--- src/rtl/core/dsq_pkg.sv ---
`timescale 1ns / 1ps

package dsq_pkg;

  localparam logic [7:0] DASH = 8'd45;

  typedef enum logic [2:0] {
    OP_ENQ        = 3'd0,
    OP_ENQ_OVWR   = 3'd1,
    OP_DEQ        = 3'd2,
    OP_BAL_ENQ    = 3'd3,
    OP_BAL_DEQ    = 3'd4
  } op_t;

  typedef enum logic [1:0] {
    ST_OK    = 2'd0,
    ST_FULL  = 2'd1,
    ST_EMPTY = 2'd2
  } status_t;

  typedef struct packed {
    logic push;
    logic pop;
  } lane_ctl_t;

endpackage

--- src/rtl/core/dsq_cell.sv ---
`timescale 1ns / 1ps

module dsq_cell
  import dsq_pkg::*;
(
  input  logic       clk,
  input  logic       rst_n,
  input  logic       shift,
  input  logic       load,
  input  logic [7:0] item,
  input  logic [7:0] next_data,
  output logic [7:0] data
);

  logic [7:0] data_r;
  logic [7:0] data_nxt;

  always_comb begin
    data_nxt = data_r;
    if (load) begin
      data_nxt = item;
    end else if (shift) begin
      data_nxt = next_data;
    end
  end

  always_ff @(posedge clk) begin
    if (!rst_n) begin
      data_r <= DASH;
    end else begin
      data_r <= data_nxt;
    end
  end

  assign data = data_r;

endmodule

--- src/rtl/core/dsq_lane.sv ---
`timescale 1ns / 1ps

module dsq_lane
  import dsq_pkg::*;
#(
  parameter int QUEUE_DEPTH = 16
) (
  input  logic                             clk,
  input  logic                             rst_n,
  input  lane_ctl_t                        ctl,
  input  logic [7:0]                       item,
  output logic [$clog2(QUEUE_DEPTH+1)-1:0] count,
  output logic [7:0]                       front,
  output logic                             full,
  output logic                             empty
);

  localparam int CW = $clog2(QUEUE_DEPTH + 1);
  localparam int IW = $clog2(QUEUE_DEPTH);

  logic [CW-1:0] count_r;
  logic [CW-1:0] count_nxt;
  logic          do_pop;
  logic          do_push;
  logic [CW-1:0] load_pos;
  logic [IW-1:0] load_idx;
  logic [7:0]    cell_data [QUEUE_DEPTH];

  assign full     = (count_r == CW'(QUEUE_DEPTH));
  assign empty    = (count_r == '0);
  assign do_pop   = ctl.pop & ~empty;
  assign do_push  = ctl.push & (~full | do_pop);
  assign load_pos = do_pop ? (count_r - CW'(1)) : count_r;
  assign load_idx = load_pos[IW-1:0];

  always_comb begin
    count_nxt = count_r;
    if (do_push && !do_pop) begin
      count_nxt = count_r + CW'(1);
    end else if (do_pop && !do_push) begin
      count_nxt = count_r - CW'(1);
    end
  end

  always_ff @(posedge clk) begin
    if (!rst_n) begin
      count_r <= '0;
    end else begin
      count_r <= count_nxt;
    end
  end

  for (genvar i = 0; i < QUEUE_DEPTH; i++) begin : g_cell
    logic [7:0] nbr;
    if (i == QUEUE_DEPTH - 1) begin : g_tail
      assign nbr = DASH;
    end else begin : g_mid
      assign nbr = cell_data[i+1];
    end
    dsq_cell u_cell (
      .clk      (clk),
      .rst_n    (rst_n),
      .shift    (do_pop),
      .load     (do_push && (load_idx == IW'(i))),
      .item     (item),
      .next_data(nbr),
      .data     (cell_data[i])
    );
  end

  assign count = count_r;
  assign front = cell_data[0];

endmodule

--- src/rtl/core/dual_shift_queue_top.sv ---
`timescale 1ns / 1ps
// the result of a request is registered and shows in the cycle after it is accepted
// throughput: one request per cycle; in_tready follows a free or draining output register
// each queue is a row of slot cells that shift toward the front together on a pop
// reset (rst_n low, synchronous): both queues empty, every slot reads dash, no result pending

module dual_shift_queue_top
  import dsq_pkg::*;
#(
  parameter int QUEUE_DEPTH = 16
) (
  input  logic        clk,
  input  logic        rst_n,
  input  logic        in_tvalid,
  output logic        in_tready,
  input  logic [7:0]  in_tdata,   // item
  input  logic [3:0]  in_tuser,   // operation[2:0], queue_select[3]
  output logic        out_tvalid,
  input  logic        out_tready,
  output logic [39:0] out_tdata,  // item_out, length_first, length_second, front_first,
                                  // front_second, zero fill
  output logic [3:0]  out_tuser   // item_valid, status[2:1], served_queue
);

  localparam int CW = $clog2(QUEUE_DEPTH + 1);

  logic          out_valid_r;
  logic          out_valid_nxt;
  logic [7:0]    item_out_r;
  logic [7:0]    item_out_nxt;
  logic          item_valid_r;
  logic          item_valid_nxt;
  logic [1:0]    status_r;
  logic [1:0]    status_nxt;
  logic          served_r;
  logic          served_nxt;

  logic          accept;
  op_t           op;
  logic          sel;
  logic          is_enq;
  logic          is_deq;
  logic          is_ovwr;
  logic          known_op;
  lane_ctl_t     ctl_first;
  lane_ctl_t     ctl_second;
  logic [CW-1:0] count_first;
  logic [CW-1:0] count_second;
  logic [7:0]    front_first;
  logic [7:0]    front_second;
  logic          full_first;
  logic          full_second;
  logic          empty_first;
  logic          empty_second;
  logic          full_sel;
  logic          empty_sel;
  logic [7:0]    front_sel;
  logic [CW+4:0] len_first_ext;
  logic [CW+4:0] len_second_ext;

  assign in_tready = ~out_valid_r | out_tready;
  assign accept    = in_tvalid & in_tready;
  assign op        = op_t'(in_tuser[2:0]);

  always_comb begin
    is_enq   = 1'b0;
    is_deq   = 1'b0;
    is_ovwr  = 1'b0;
    known_op = 1'b1;
    sel      = in_tuser[3];
    case (op)
      OP_ENQ: begin
        is_enq = 1'b1;
      end
      OP_ENQ_OVWR: begin
        is_ovwr = 1'b1;
      end
      OP_DEQ: begin
        is_deq = 1'b1;
      end
      OP_BAL_ENQ: begin
        is_enq = 1'b1;
        sel    = ~(count_second > count_first);
      end
      OP_BAL_DEQ: begin
        is_deq = 1'b1;
        sel    = ~(count_second < count_first);
      end
      default: begin
        known_op = 1'b0;
        sel      = 1'b0;
      end
    endcase
  end

  assign full_sel  = sel ? full_second  : full_first;
  assign empty_sel = sel ? empty_second : empty_first;
  assign front_sel = sel ? front_second : front_first;

  always_comb begin
    ctl_first  = '0;
    ctl_second = '0;
    if (accept) begin
      if (sel) begin
        ctl_second.push = is_enq | is_ovwr;
        ctl_second.pop  = is_deq | (is_ovwr & full_second);
      end else begin
        ctl_first.push = is_enq | is_ovwr;
        ctl_first.pop  = is_deq | (is_ovwr & full_first);
      end
    end
  end

  dsq_lane #(.QUEUE_DEPTH(QUEUE_DEPTH)) u_lane_first (
    .clk  (clk),
    .rst_n(rst_n),
    .ctl  (ctl_first),
    .item (in_tdata),
    .count(count_first),
    .front(front_first),
    .full (full_first),
    .empty(empty_first)
  );

  dsq_lane #(.QUEUE_DEPTH(QUEUE_DEPTH)) u_lane_second (
    .clk  (clk),
    .rst_n(rst_n),
    .ctl  (ctl_second),
    .item (in_tdata),
    .count(count_second),
    .front(front_second),
    .full (full_second),
    .empty(empty_second)
  );

  always_comb begin
    out_valid_nxt  = out_valid_r;
    item_out_nxt   = item_out_r;
    item_valid_nxt = item_valid_r;
    status_nxt     = status_r;
    served_nxt     = served_r;
    if (accept) begin
      out_valid_nxt  = 1'b1;
      item_valid_nxt = is_deq & ~empty_sel;
      item_out_nxt   = (is_deq & ~empty_sel) ? front_sel : DASH;
      served_nxt     = known_op & sel;
      status_nxt     = ST_OK;
      if (is_enq && full_sel) begin
        status_nxt = ST_FULL;
      end else if (is_deq && empty_sel) begin
        status_nxt = ST_EMPTY;
      end
    end else if (out_tready) begin
      out_valid_nxt = 1'b0;
    end
  end

  always_ff @(posedge clk) begin
    if (!rst_n) begin
      out_valid_r <= 1'b0;
    end else begin
      out_valid_r <= out_valid_nxt;
    end
  end

  always_ff @(posedge clk) begin
    item_out_r   <= item_out_nxt;
    item_valid_r <= item_valid_nxt;
    status_r     <= status_nxt;
    served_r     <= served_nxt;
  end

  // state only moves on an accepted request, so the live queue view matches the held result
  assign len_first_ext  = {5'd0, count_first};
  assign len_second_ext = {5'd0, count_second};

  assign out_tvalid = out_valid_r;
  assign out_tdata  = {6'd0, front_second, front_first, len_second_ext[4:0],
                       len_first_ext[4:0], item_out_r};
  assign out_tuser  = {served_r, status_r, item_valid_r};

endmodule

--- config.mk ---
export PLATFORM = sky130hd
export DESIGN_NAME = dual_shift_queue_top
export DESIGN_NICKNAME = d
export VERILOG_FILES = /design/src/rtl/core/dsq_pkg.sv /design/src/rtl/core/dsq_cell.sv /design/src/rtl/core/dsq_lane.sv /design/src/rtl/core/dual_shift_queue_top.sv
export SDC_FILE = /design/constraint.sdc
export NUM_CORES = 1
export LEC_CHECK = 0
export BUFFER_PORTS_ARGS = -buffer_cell sky130_fd_sc_hd__buf_2
export CAP_MARGIN = 0
export CORE_UTILIZATION = 35
export CTS_CLUSTER_DIAMETER = 150
export CTS_CLUSTER_SIZE = 12
export DETAILED_ROUTE_END_ITERATION = 10
export PLACE_DENSITY_LB_ADDON = 0.2
export SETUP_SLACK_MARGIN = 0.3
export SLEW_MARGIN = 20
export SYNTH_ARGS = -nofsm -noshare
export SYNTH_HDL_FRONTEND = slang
export SYNTH_HIERARCHICAL = 1
export SYNTH_SLANG_ARGS = --single-unit
--- constraint.sdc ---
create_clock -name clk -period 4.9 [get_ports clk]
set_clock_uncertainty 0.2 [all_clocks]
set_input_delay 0.49 -clock clk [delete_from_list [all_inputs] [get_ports clk]]
set_output_delay 0.49 -clock clk [all_outputs]
set_load 0.02 [all_outputs]
== Word level (Yosys, flattened, before mapping) ==
Cells that the tools add are included.

* Register bits: 279
* Input bits: 16
* Output and inout port bits: 46
* Word-level logic and storage cells: 275

* $add $sub $neg: 4
* Order comparisons: 2
* Equality and inequality tests: 36
* Mux-type cells: 85
* Bitwise gates (word level): 23
* Reductions and logical operators: 86

{| class="wikitable"
|+ Operator list
! cell !! number
|-
| two-way mux 8 bit || 65
|-
| nonzero test 2 bit || 35
|-
| equality test 4 bit (second input constant) || 16
|-
| logical AND 1 bit || 38
|-
| equality test 4 x 3 -> 1 bit (second input constant) || 8
|-
| two-way mux 5 bit || 4
|-
| equality test 4 x 2 -> 1 bit (second input constant) || 4
|-
| adder 5 x 1 -> 5 bit (second input constant) || 2
|-
| equality test 5 bit (second input constant) || 2
|-
| logical NOT 5 bit || 2
|-
| two-way mux 2 bit || 5
|-
| subtractor 5 x 1 -> 5 bit (second input constant) || 2
|-
| AND 1 bit || 9
|-
| equality test 4 x 1 -> 1 bit (second input constant) || 2
|-
| logical NOT 4 bit || 2
|-
| two-way mux 1 bit || 8
|-
| two-way mux 4 bit || 2
|-
| NOT 1 bit || 8
|-
| equality test 3 x 2 -> 1 bit (second input constant) || 2
|-
| OR 1 bit || 6
|-
| greater-than comparator 5 bit || 1
|-
| less-than comparator 5 bit || 1
|-
| OR reduction 5 bit || 1
|-
| logical NOT 1 bit || 4
|-
| 6 further kinds || 7
|}

== Logic depth before layout (Yosys ltp) ==
* Word-level depth: 13
* Gate-level depth with buffers: 18
* Gate-level depth less buffers: 15

== Hierarchy ==
The synthesis kept the hierarchy.

{| class="wikitable"
|+ By module, submodules not included
! module !! instances !! cells each !! area an instance (um^2) !! seq. area each (um^2)
|-
| dsq_cell || 32 || 36 || 406.6 || 160.2
|-
| dual_shift_queue_top || 1 || 106 || 985.9 || 380.4
|-
| dsq_lane (u_lane_second) || 1 || 94 || 684.4 || 100.1
|-
| dsq_lane (u_lane_first) || 1 || 93 || 681.9 || 100.1
|}

== Worst setup path after synthesis ==
OpenSTA, ideal clock, no wires.

* Kind: reg2reg
* From: register u_lane_first.count_r[4], in the netlist u_lane_first/count[4]
* To: register u_lane_second.count_r[4], in the netlist u_lane_second/count[4]
* Library setup time: 0.115 ns
* Arrival: 4.170 ns
* Required time: 4.585 ns
* Setup slack: 0.415 ns
* Stages on the path, launching flop included: 18
* Path buffers: 2
* Period minus slack after synthesis: 4.485 ns
* Cells stage by stage: dfxtp_1 -> inv_1 -> ha_1 -> nand3_1 -> or3_1 -> a21oi_2 -> a211oi_4 -> buf_8 -> nor3_2 -> buf_2 -> inv_1 -> nor2_2 -> inv_1 -> ha_1 -> or4b_1 -> a21oi_1 -> xor2_1 -> and2_1

{| class="wikitable"
|+ RTL lines
! item !! RTL line !! source
|-
| start: declaration || dsq_lane.sv:21 || <nowiki>logic [CW-1:0] count_r;</nowiki>
|-
| start signal: assignment || dsq_lane.sv:49 || <nowiki>count_r <= count_nxt;</nowiki>
|-
| end signal: assignment || dsq_lane.sv:49 ||
|-
| end: declaration || dsq_lane.sv:21 ||
|}

==> flow_summary_export.csv <==
group,metric,value,unit
die,chipHeight,212,um
synth,yosys.cell_count.top_type,"dfxtp_1",
synth,synth-edff-count,12,
global_routing,grt_max_degree,133,
route,drt-initial-drc-count,559,
min_path,hp-class,"input pin to flop",
worst_setup_path,startpoint,"u_lane_second/count[2]$_SDFFE_PN0P_",
synth,synth.avg_cell_area,10.6,um^2
route,finalWirelength,34300,um
worst_setup_path,cp.buffers_inverters,1,
clocking,clk_pin_slew,0.06,ns
timing,worst_pin_slew,0.937,ns
place,dp_worst_setup_slack,0.609,ns
pwr,ir_drop,0.000197,V
synth,synth_area_leaders,"dfxtp_1, mux2_4, mux2i_1, o211a_1, and3b_1",
final_layout,drive_gt1_share,18.4,%
synth,yosysSeqAreaShare,37.1,%
route,antenna_left,0,
worst_setup_path,critPathArrivalTime,4.60,ns
timing,slew_viol_final,0,
clocking,htree_num_levels,1,
timing,final-setup-viol-count,0,
place,gp_congestion,0.809,
timing,post-route-period-util,88.3,%
final_layout,fillers,4244,
synth,synthTopCellsByCount,"dfxtp_1, mux2i_1, nand2b_1",
route,firstDrtPassIters,5,
clocking,tritoncts,"built",
timing,fin_crit,4.33,ns
timing,max_freq,231,MHz
min_path,holdPathEnd,"out_tvalid$_SDFFE_PN0P_",
worst_setup_path,r2r_start,"u_lane_second/count[2]$_SDFFE_PN0P_",
route,vias,10400,
place,dp_hpwl,21800,um
final_layout,area_delta_synth_final,7.67,%
min_path,hp-start,"out_tready",
clocking,clock-root-buffer,"clkbuf_16",
synth,syn_inst,1445,
pwr,powerDensity,296,nW/um^2
global_routing,grt_usage,15.0,%
worst_setup_path,r2r_slack,0.57,ns
worst_setup_path,worstSetupPathType,"flop to flop",
final_layout,final_nets,1475,
synth,synth_top_flop_cell,"dfxtp_1",
global_routing,grt_pass1_wl,55100,um
clocking,cts_setup_buffers,0,
worst_setup_path,cpPeakStageDelay,0.66,ns
synth,yosys.area.top_type,"dfxtp_1",
run_status,status,"finished clean",
route,wire_per_inst,16.8,um
place,numPortBuffers,55,
timing,rsz0062_at_grt,"true",
timing,fin_ws,0.573,ns
die,io_pins,62,
route,via_per_inst,5.08,
synth,synth-seq-cells,279,
min_path,hold_depth,3,
synth,synth_top_cell_area_share,34.8,%
flow_run,maxCapViolCount,0,
worst_setup_path,crit_path_start_kind,"flop",
worst_setup_path,crit_chain,"ha_1, nand3_1, a21oi_1, o31a_1, a211oi_4, o211a_1, inv_1, a2111oi_0, a211oi_1, nor2_1, nor2b_1, a2bb2oi_1",
synth,ys_warn_count,6,
clocking,numCtsBuffers,27,
die,fp.dieW,212,um
die,num_rows,76,
die,core_area,43200,um^2
worst_setup_path,rr_worst_depth,12,
worst_setup_path,regToRegEndpoint,"u_lane_first/g_cell[3].u_cell/data[5]$_SDFFE_PN1P_",
worst_setup_path,path_max_fanout,18,
clocking,cts_buffer_depth,3,
timing,finalSetupTns,0,ns
worst_setup_path,crit_path_top_delay_cell,"nor2_1",
worst_setup_path,end_kind,"flop",
clocking,clock_latency,0.54,ns
synth,async_flop_share,0,%
global_routing,grt_overflow,0,
worst_setup_path,cpLargestDelayFamily,"compound AO/OA/AOI/OAI gates",
worst_setup_path,cp_num_cells,12,
global_routing,antenna_found_initial,2,
timing,slew_headroom,37.3,%
pwr,p_leak,0.00783,uW
synth,synth_area,15400,um^2
clocking,cts.sinks,279,
route,drcViolationCount,0,
die,die_area,44700,um^2
die,start_util,35.6,%
timing,hold_viol,0,
synth,ys_types,58,
worst_setup_path,worstPathRequired,5.17,ns
global_routing,grt_pass1_vias,10000,
## timing repair
item / CTS / global route
hold endpoints to repair: 1 / 0
gates resized for setup: 0 / 6
hold buffers: 1 / 0
setup endpoints to repair: 0 / 43
## registers in the layout, summed over array words and instances (netlist names)
name,count
u_lane_first/g_cell.u_cell/data,128
served_r,1
item_out_r,8
u_lane_second/count,5
u_lane_second/g_cell.u_cell/data,128
item_valid_r,1
status_r,2
u_lane_first/count,5
out_tvalid,1
## placed cells by master (no fill, tap or decap), types with 6 or more instances in the layout
master,count
inv_1,22
ha_1,11
xor2_1,8
and2_1,8
nand2_1,52
buf_4,15
edfxtp_1,12
nor2b_1,35
a2bb2oi_1,34
nor2_1,43
buf_2,54
nand2b_1,131
o21ai_2,8
a21oi_1,106
conb_1,22
nor2_2,6
nor3_1,7
mux2_4,128
a211oi_2,6
mux2i_1,141
o21ai_0,6
and3b_1,97
dfxtp_1,267
o211a_1,129
clkbuf_16,27
## stage by stage
step	area, um^2	hold WS [ns]	cells	util, %	power, uW
2_1_floorplan	15400	0.296	1462	-	2940
3_3_place_gp	15800	0.311	2003	36.6	3100
3_5_place_dp	15800	0.324	2003	36.6	3100
4_1_cts	16500	0.0510	2037	38.3	4980
5_1_grt	16500	0.0881	2037	38.3	5120
6_report	16500	0.0733	2038	38.3	4890
## area by class of cell
| type | instances | area, um^2 | share of cell area, % |
|---|---|---|---|
| clock buffer | 32 | 694 | 4.20 |
| tap | 585 | 732 | 4.42 |
| inverter | 24 | 92.6 | 0.560 |
| clock inverter | 1 | 11.3 | 0.0681 |
| multi-input combinational | 1042 | 8840 | 53.4 |
| sequential | 279 | 5710 | 34.5 |
| antenna | 1 | 2.50 | 0.0151 |
| timing repair buffer | 74 | 464 | 2.81 |
## logic make-up (layout without fill, tap and decap cells)
family | Yosys count | count (layout) | synth area share [%]
flops | 279 | 279 | 37.1
other cells | 5 | 23 | 0.122
xor+xnor | 11 | 11 | 0.627
mux | 269 | 269 | 21.7
buf+inv | 141 | 131 | 5.90
fa+ha+maj | 11 | 11 | 0.896
compound gates | 310 | 310 | 16.3
simple gates | 419 | 419 | 17.3
## worst reg2reg max path, delay by kind of cell, from the launching register on
family	cells	cell delay, ns
and+or+nand+nor	3	0.98
adders and majority gates	1	0.33
AOI/OAI and AO/OA	7	1.88
DFF	1	0.65
buffers and inverters	1	0.22
## report_power, final
group	internal [uW]	total [uW]	switching (uW)	leakage, uW
Combinational	256	678	421	0.00522
Sequential	2330	2370	46.2	0.00227
Clock	985	1840	855	0.000345
Total	3570	4890	1320	0.00783
## routing by layer
layer	vias up	track usage [%]	part of all wire (%)
met5	-	0	0
met4	0	3.42	1.6
met3	38	2.25	3.4
met2	100	24.8	46
met1	5016	20.6	49
li1	5204	-	-
## worst max-delay path by stage
stage                                                     endpoint  slack (ns)
6_report        u_lane_first/g_cell[3].u_cell/data[5]$_SDFFE_PN1P_        0.57
5_1_grt         u_lane_first/g_cell[2].u_cell/data[0]$_SDFFE_PN1P_        0.12
4_1_cts         u_lane_first/g_cell[3].u_cell/data[3]$_SDFFE_PN1P_        0.59
3_5_place_dp    u_lane_first/g_cell[3].u_cell/data[3]$_SDFFE_PN1P_        0.61
3_3_place_gp   u_lane_second/g_cell[1].u_cell/data[3]$_SDFFE_PN1P_        0.69
2_1_floorplan                  u_lane_second/count[4]$_SDFFE_PN0P_        0.41
(Power assumes the default switching activity.)
